**src/sv/ppt_pkg.sv**
```systemverilog
// ----------------------------------------------------------------------------
// ppt_pkg
// shared types, widths and saturation helpers of the pocket perceptron trainer
// ----------------------------------------------------------------------------
package ppt_pkg;

  localparam int FEATURE_BITS = 16;
  localparam int WEIGHT_BITS  = 40;
  localparam int LABEL_BITS   = 2;
  localparam int RATE_BITS    = 16;
  localparam int PROD_BITS    = RATE_BITS + 1 + FEATURE_BITS;   // eta * x
  localparam int DELTA_BITS   = PROD_BITS + 2;                  // times label
  localparam int SPROD_BITS   = FEATURE_BITS + WEIGHT_BITS;     // x * w
  localparam int SCORE_BITS   = 64;

  // register indexes
  localparam logic [1:0] REG_LEARN_RATE = 2'd0;
  localparam logic [1:0] REG_FEAT_COUNT = 2'd1;
  localparam logic [1:0] REG_ITER_LIMIT = 2'd2;
  localparam logic [1:0] REG_PATIENCE   = 2'd3;

  // controller to datapath
  typedef struct packed {
    logic load;
    logic start;
    logic u_mul;
    logic u_add;
    logic s_mul;
    logic s_add;
    logic s_end;
    logic sum_clr;
    logic i_clr;
    logic i_inc;
    logic j_clr;
    logic j_inc;
    logic epoch;
    logic finish;
  } cmd_t;

  // datapath to controller
  typedef struct packed {
    logic sel;
    logic i_last;
    logic j_last;
    logic done;
  } sts_t;

  function automatic logic signed [WEIGHT_BITS-1:0] sat_weight(
    input logic signed [WEIGHT_BITS:0] v
  );
    logic signed [WEIGHT_BITS-1:0] r;
    if (v[WEIGHT_BITS] != v[WEIGHT_BITS-1]) begin
      r = {v[WEIGHT_BITS], {(WEIGHT_BITS-1){~v[WEIGHT_BITS]}}};
    end else begin
      r = v[WEIGHT_BITS-1:0];
    end
    return r;
  endfunction

  function automatic logic signed [SCORE_BITS-1:0] sat_score(
    input logic signed [SCORE_BITS:0] v
  );
    logic signed [SCORE_BITS-1:0] r;
    if (v[SCORE_BITS] != v[SCORE_BITS-1]) begin
      r = {v[SCORE_BITS], {(SCORE_BITS-1){~v[SCORE_BITS]}}};
    end else begin
      r = v[SCORE_BITS-1:0];
    end
    return r;
  endfunction

endpackage

```
**src/sv/ppt_ctrl.sv**
```systemverilog
// ----------------------------------------------------------------------------
// ppt_ctrl
// sequencer for loading, the update and scoring passes, and the weight dump
// ----------------------------------------------------------------------------
module ppt_ctrl (
  input  logic          clk,
  input  logic          rst_n,
  input  logic          in_fire,
  input  logic          in_set_end,
  input  logic          out_ready,
  input  ppt_pkg::sts_t sts,
  output ppt_pkg::cmd_t cmd,
  output logic          in_ready,
  output logic          out_valid
);

  localparam logic [3:0] ST_IDLE  = 4'd0;
  localparam logic [3:0] ST_U_S   = 4'd1;
  localparam logic [3:0] ST_U_W   = 4'd2;
  localparam logic [3:0] ST_U_F   = 4'd3;
  localparam logic [3:0] ST_U_M   = 4'd4;
  localparam logic [3:0] ST_U_A   = 4'd5;
  localparam logic [3:0] ST_S_F   = 4'd6;
  localparam logic [3:0] ST_S_M   = 4'd7;
  localparam logic [3:0] ST_S_A   = 4'd8;
  localparam logic [3:0] ST_S_E   = 4'd9;
  localparam logic [3:0] ST_EPOCH = 4'd10;
  localparam logic [3:0] ST_EMIT  = 4'd11;

  logic [3:0] state_r, state_nxt;

  assign in_ready  = (state_r == ST_IDLE);
  assign out_valid = (state_r == ST_EMIT);

  always_comb begin
    state_nxt = state_r;
    cmd       = '0;
    case (state_r)
      ST_IDLE: begin
        cmd.load = in_fire;
        if (in_fire && in_set_end) begin
          cmd.start = 1'b1;
          state_nxt = ST_U_S;
        end
      end
      ST_U_S: state_nxt = ST_U_W;
      ST_U_W: begin
        if (sts.sel) begin
          state_nxt = ST_U_F;
        end else if (sts.i_last) begin
          cmd.i_clr   = 1'b1;
          cmd.sum_clr = 1'b1;
          state_nxt   = ST_S_F;
        end else begin
          cmd.i_inc = 1'b1;
          state_nxt = ST_U_S;
        end
      end
      ST_U_F: state_nxt = ST_U_M;
      ST_U_M: begin
        cmd.u_mul = 1'b1;
        state_nxt = ST_U_A;
      end
      ST_U_A: begin
        cmd.u_add = 1'b1;
        if (sts.j_last) begin
          cmd.j_clr = 1'b1;
          if (sts.i_last) begin
            cmd.i_clr   = 1'b1;
            cmd.sum_clr = 1'b1;
            state_nxt   = ST_S_F;
          end else begin
            cmd.i_inc = 1'b1;
            state_nxt = ST_U_S;
          end
        end else begin
          cmd.j_inc = 1'b1;
          state_nxt = ST_U_F;
        end
      end
      ST_S_F: state_nxt = ST_S_M;
      ST_S_M: begin
        cmd.s_mul = 1'b1;
        state_nxt = ST_S_A;
      end
      ST_S_A: begin
        cmd.s_add = 1'b1;
        if (sts.j_last) begin
          state_nxt = ST_S_E;
        end else begin
          cmd.j_inc = 1'b1;
          state_nxt = ST_S_F;
        end
      end
      ST_S_E: begin
        cmd.s_end = 1'b1;
        cmd.j_clr = 1'b1;
        if (sts.i_last) begin
          cmd.i_clr = 1'b1;
          state_nxt = ST_EPOCH;
        end else begin
          cmd.i_inc = 1'b1;
          state_nxt = ST_S_F;
        end
      end
      ST_EPOCH: begin
        cmd.epoch = 1'b1;
        cmd.j_clr = 1'b1;
        state_nxt = sts.done ? ST_EMIT : ST_U_S;
      end
      ST_EMIT: begin
        if (out_ready) begin
          if (sts.j_last) begin
            cmd.finish = 1'b1;
            cmd.j_clr  = 1'b1;
            state_nxt  = ST_IDLE;
          end else begin
            cmd.j_inc = 1'b1;
          end
        end
      end
      default: state_nxt = ST_IDLE;
    endcase
  end

  always_ff @(posedge clk) begin
    if (!rst_n) begin
      state_r <= ST_IDLE;
    end else begin
      state_r <= state_nxt;
    end
  end

endmodule

```
**config.mk**
```make
export PLATFORM = sky130hd
export DESIGN_NAME = ppt_ctrl
export DESIGN_NICKNAME = d
export VERILOG_FILES = /design/src/sv/ppt_pkg.sv /design/src/sv/ppt_ctrl.sv
export SDC_FILE = /design/constraint.sdc
export NUM_CORES = 1
export LEC_CHECK = 0
export BUFFER_PORTS_ARGS = -buffer_cell sky130_fd_sc_hd__buf_2
export CAP_MARGIN = 20
export CORE_UTILIZATION = 49
export CTS_BUF_LIST = sky130_fd_sc_hd__clkbuf_8
export DETAILED_ROUTE_END_ITERATION = 10
export PLACE_DENSITY = 0.9
export SYNTH_ARGS = -nofsm -noshare
export SYNTH_HDL_FRONTEND = slang
export SYNTH_SLANG_ARGS = --single-unit
```
**constraint.sdc**
```tcl
create_clock -name clk -period 1.5 [get_ports clk]
set_input_delay 0.3 -clock clk [delete_from_list [all_inputs] [get_ports clk]]
set_output_delay 0.3 -clock clk [all_outputs]
set_load 0.05 [all_outputs]
```
==> Flow_metrics.wiki, run 1 <==
{| class="wikitable"
! Metric !! Value
|-
| Result of the run || aborted with a tool error
|-
| Failing step || clock tree synthesis
|-
| Log Error || [ERROR DPL-0038] Utilization greater than 100%, impossible to legalize
|-
| Number of enable flip-flop cells after synthesis || 0
|-
| Setup bufs post-CTS || 6
|-
| Die boundary height || 38.2 µm
|-
| Die extent in x || 38.2 µm
|-
| Clk Tree Root Cell || sky130_fd_sc_hd__clkbuf_8
|-
| Seq/Total Area, Yosys || 0.125
|-
| Count of input and output buffers || 24
|-
| Proportion of register bits with asynchronous set or reset after synthesis || 0
|-
| Max clock buf depth || 2
|-
| Synthesized area per cell || 7.57 µm²
|-
| Mapped Area || 643 µm²
|-
| I/O pin total || 25
|-
| Routability cong. || 0.990
|-
| Post-synthesis sequential element count || 4
|-
| TritonCTS sink count || 4
|-
| Starting density of the core || 0.556
|-
| Number of warnings issued by yosys || 0
|-
| PostCTS Resize Cnt || 70
|-
| Detail Placement HPWL || 1.68 mm
|-
| Top area cells in the synthesized netlist || sky130_fd_sc_hd__dfxtp_1 12%, sky130_fd_sc_hd__nand2b_1 7.8%, sky130_fd_sc_hd__a21oi_1 4.7%
|-
| Row Count || 12
|-
| Area fraction of the dominant cell type after synthesis || 0.125
|-
| Library cell with the largest summed area after synthesis || sky130_fd_sc_hd__dfxtp_1
|-
| Count of hold-fix buffers inserted at cts || 0
|-
| Post-Syn Instances || between 80 and 90
|-
| Dominant register cell in the synthesized netlist || sky130_fd_sc_hd__dfxtp_1
|-
| Number of library cell types mapped by synthesis || 43
|-
| Num CTS Buffers || 3
|-
| Htree depth || 1
|-
| Net count after synthesis || 94
|-
| Most frequent cells after synthesis || 8 x sky130_fd_sc_hd__nand2b_1, 8 x sky130_fd_sc_hd__nor2_1, 6 x sky130_fd_sc_hd__a21oi_1
|}
-- cell families after synthesis --
group	after synthesis	synth area share
AND/OR/NAND/NOR	47	0.475
AO/OA/AOI/OAI	23	0.267
buffers and inverters	10	0.119
flip-flops	4	0.125
multiplexers	1	0.0156
-- stage by stage --
step           setup TNS (ns)  worst slack (ns)  cells  cell area (µm²)  hold slack (ns)
2_1_floorplan           -2.46            -0.416     85              729            0.417
3_3_place_gp           -0.722            -0.129    140              992            0.587
3_5_place_dp            -1.23            -0.195    140              992            0.604
==> run 2, diff against run 1 <==
--- a/config.mk
+++ b/config.mk
@@ -7,10 +7,10 @@
 export LEC_CHECK = 0
 export BUFFER_PORTS_ARGS = -buffer_cell sky130_fd_sc_hd__buf_2
 export CAP_MARGIN = 20
-export CORE_UTILIZATION = 49
-export CTS_BUF_LIST = sky130_fd_sc_hd__clkbuf_8
+export CORE_AREA = 2 2 63 65
 export DETAILED_ROUTE_END_ITERATION = 10
-export PLACE_DENSITY = 0.9
+export DIE_AREA = 0 0 65 67
+export PLACE_DENSITY_LB_ADDON = 0.15
 export SYNTH_ARGS = -nofsm -noshare
 export SYNTH_HDL_FRONTEND = slang
 export SYNTH_SLANG_ARGS = --single-unit
==> run 2 against run 1 <==
The flow now finishes, with violations (setup timing). Synthesized cell count did not move. Area after synthesis did not move.
==> Flow_metrics.wiki, run 2 <==
{| class="wikitable"
! Metric !! Value
|-
| CP Cell Sequence || buf_12 > nor4_4 > and3_4 > buf_8
|-
| Max clock buf depth || 2
|-
| Pin count of the biggest net entering global routing || 12
|-
| Total setup violations reported at the end of the flow || 15
|-
| I/O pin total || 25
|-
| Number of max-slew violations in the final report || 0
|-
| Global-route total usage across every layer || 0.118
|-
| Drt first-iter violations || 26
|-
| Proportion of register bits with asynchronous set or reset after synthesis || 0
|-
| Iteration count of the initial detailed-routing pass || 4
|-
| Synthesized area per cell || 7.57 µm²
|-
| Actual slew at the worst max-slew pin || 0.289 ns
|-
| Count of hold-fix buffers inserted at cts || 0
|-
| Post-layout worst setup margin || -0.228 ns
|-
| Reg2reg setup slack || 0.08 ns
|-
| Portion of total power attributed to combinational logic || 0.770
|-
| Fin nets || ~150
|-
| Cell type group with the largest total delay on the critical path || simple AND/OR/NAND/NOR gates
|-
| Global-route wire length before repair || 3.97 mm
|-
| Number of warnings issued by yosys || 0
|-
| Arr. time, crit path || 1.43 ns
|-
| Routability cong. || 0.784
|-
| Die boundary height || 67 µm
|-
| Share of cells above drive strength 1 || 0.703
|-
| Post-synthesis sequential element count || 4
|-
| Setup skew after layout || 0.00692 ns
|-
| Post-detailed-route count of antenna-violating nets || 0
|-
| Number of global-route vias before repair || around 860
|-
| Cell depth of the worst hold path || 2
|-
| Die extent in x || around 65 µm
|-
| Max Clock Freq || just under 600 MHz
|-
| Antenna violations before repair || 0
|-
| Number of library cell types mapped by synthesis || between 40 and 50
|-
| Final Total Pwr || roughly 0.0022 W
|-
| Type of element capturing the critical path || output pin
|-
| Worst IR Drop VDD || 0.418 mV
|-
| Global route total overflow || 0
|-
| Clk pwr share || 0.108
|-
| Critical register-to-register path endpoint || state_r[1]$_SDFFE_PN0P_
|-
| Start point of the worst hold path || rst_n
|-
| Register containing the most flip-flops in the final layout || state_r
|-
| Critical path data required time || 1.20 ns
|-
| Detail Placement HPWL || roughly 1.8 mm
|-
| Library cell with the largest summed area after synthesis || sky130_fd_sc_hd__dfxtp_1
|-
| Post-layout min period || 1.73 ns
|-
| Cell with the largest stage delay on the worst path || sky130_fd_sc_hd__dfxtp_4
|-
| Leakage || ~0.58 nW
|-
| Maximum single-stage delay on the critical path || around 0.35 ns
|-
| Seq/Total Area, Yosys || 0.125
|-
| Clk Tree Root Cell || sky130_fd_sc_hd__clkbuf_8
|-
| Placed Cells incl. Taps || 177
|-
| Switching component of the power || approximately 0.0010 W
|-
| Vias per std cell || 4.48
|-
| TritonCTS sink count || 4
|-
| Num CTS Buffers || 3
|-
| Starting density of the core || 0.178
|-
| Depth of the most critical reg-to-reg path || 6
|-
| Peak fanout along the critical path || 8
|-
| Dominant register cell in the synthesized netlist || sky130_fd_sc_hd__dfxtp_1
|-
| Hold crit path type || in2reg
|-
| CTS tree || yes
|-
| Registers with the most flip-flops || state_r x4
|-
| Number of hold-slack violations in the final timing report || 0
|-
| Number of flip-flops under the largest register name || 4
|-
| Result of the run || complete, but fails checks
|-
| Switching part of the total power || 0.455
|-
| Leading cell types in the layout, fill and taps excluded || 24 x sky130_fd_sc_hd__buf_4, 16 x sky130_fd_sc_hd__buf_6, 8 x sky130_fd_sc_hd__buf_2, 8 x sky130_fd_sc_hd__buf_8, 5 x sky130_fd_sc_hd__nand2b_4
|-
| Final total negative setup slack || -2.12 ns
|-
| Worst reg2reg path startpoint || state_r[3]$_SDFFE_PN0P_
|-
| Post-Syn Instances || 85
|-
| Buffers and inverters on the worst path || 2
|-
| Worst setup path category || reg2out
|-
| Nature of the critical path startpoint || register
|-
| Share of total power in sequential cells || 0.122
|-
| Clock-pin slew reported for the worst setup and hold paths after clock tree synthesis || approximately 0.040 ns
|-
| Routed length per instance || 13.4 µm
|-
| Final period util || 1.15
|-
| Internal Dissipation || 0.00120 W
|-
| Htree depth || 1
|-
| Tightest slew margin relative to the limit || 0.806
|-
| Clock latency on the worst-skew pair || 0.22 ns
|-
| Antenna diodes || 0
|-
| Area fraction of the dominant cell type after synthesis || 0.125
|-
| Net count after synthesis || between 90 and 100
|-
| Leading cell type in the layout, fill and taps excluded || sky130_fd_sc_hd__buf_4
|-
| Via total after detailed routing || 833
|-
| Overall routed net length || around 2.5 mm
|-
| Core area || 3610 µm²
|-
| Count of input and output buffers || 24
|-
| Final cell count without fillers || 186
|-
| Most frequent cells after synthesis || 8 x sky130_fd_sc_hd__nand2b_1, 8 x sky130_fd_sc_hd__nor2_1, 6 x sky130_fd_sc_hd__a21oi_1
|-
| Row Count || 22
|-
| Terminating pin of the worst hold path || state_r[1]$_SDFFE_PN0P_
|-
| Power density of the placed cells || 1570 nW/µm²
|-
| Number of enable flip-flop cells after synthesis || 0
|-
| Number of maximum-capacitance violations || 0
|-
| Area growth from synthesis to final layout || 118%
|-
| RSZ-0062 raised after global routing || yes
|-
| Top area cells in the synthesized netlist || sky130_fd_sc_hd__dfxtp_1 12%, sky130_fd_sc_hd__nand2b_1 7.8%, sky130_fd_sc_hd__a21oi_1 4.7%
|-
| Mapped Area || 643 µm²
|-
| Die outline area || about 4400 µm²
|-
| Failing checks || setup timing
|-
| Filler cell count || 370
|-
| DRC violation count after routing || 0
|}
==> run 2: cell counts after synthesis <==
Identical to the previous run, type by type.
==> run 2: final cells by class <==
| cell class | count | area [µm²] | share of cell area |
|---|---|---|---|
| flip-flops and latches | 4 | 95.1 | 0.0679 |
| inverters | 2 | 7.51 | 0.00536 |
| clock buffers | 3 | 41.3 | 0.0295 |
| multi-input cells | 71 | 637 | 0.454 |
| well taps | 48 | 60.1 | 0.0429 |
| repair buffers | 58 | 561 | 0.400 |
==> run 2: kinds of logic (layout without fill, tap and decap cells) <==
family                 Yosys count  after routing  share of synthesized area
buffers and inverters           10             63                      0.119
AO/OA/AOI/OAI                   23             23                      0.267
multiplexers                     1              1                     0.0156
flip-flops                       4              4                      0.125
AND/OR/NAND/NOR                 47             47                      0.475
==> run 2: power groups by stage <==
stage	clock network (W)	registers (W)	logic, W
6_report	0.000237	0.000269	0.00170
5_1_grt	0.000253	0.000281	0.00180
4_1_cts	0.000239	0.000259	0.00161
3_5_place_dp	0	0.000240	0.00133
3_3_place_gp	0	0.000240	0.00134
2_1_floorplan	0	0.000197	0.000999
==> run 2: how the worst max path moves through the flow <==
stage	start	to	slack, ns	cells after the start
global route	state_r[3]$_SDFFE_PN0P_	cmd[12]	-0.29	5
CTS	state_r[0]$_SDFFE_PN0P_	cmd[5]	-0.24	4
floorplan	state_r[0]$_SDFFE_PN0P_	cmd[12]	-0.42	3
finish	state_r[2]$_SDFFE_PN0P_	cmd[12]	-0.23	4
global placement	state_r[0]$_SDFFE_PN0P_	cmd[5]	-0.15	4
detailed placement	state_r[0]$_SDFFE_PN0P_	cmd[5]	-0.16	4
==> run 2: repair_timing <==
action,CTS,global route
setup buffers,1,5
gates cloned,0,0
setup endpoints to repair,17,17
pin swaps,5,6
gates resized for setup,53,19
==> run 2: metrics by stage <==
stage,setup slack (ns),hold WS (ns),cell area [µm²],util
floorplan,-0.416,0.417,729,-
global placement,-0.151,0.605,1060,0.293
detailed placement,-0.160,0.602,1060,0.293
finish,-0.228,0.367,1400,0.389
CTS,-0.238,0.368,1290,0.357
global route,-0.285,0.383,1400,0.389
==> run 2: layer usage <==
metal | part of all wire | GRT usage
met5 | 0 | 0
met4 | 0.015 | 0.0319
met3 | 0.037 | 0.0389
met2 | 0.50 | 0.198
met1 | 0.45 | 0.143
Note: power is estimated with default switching activity, not from simulation.
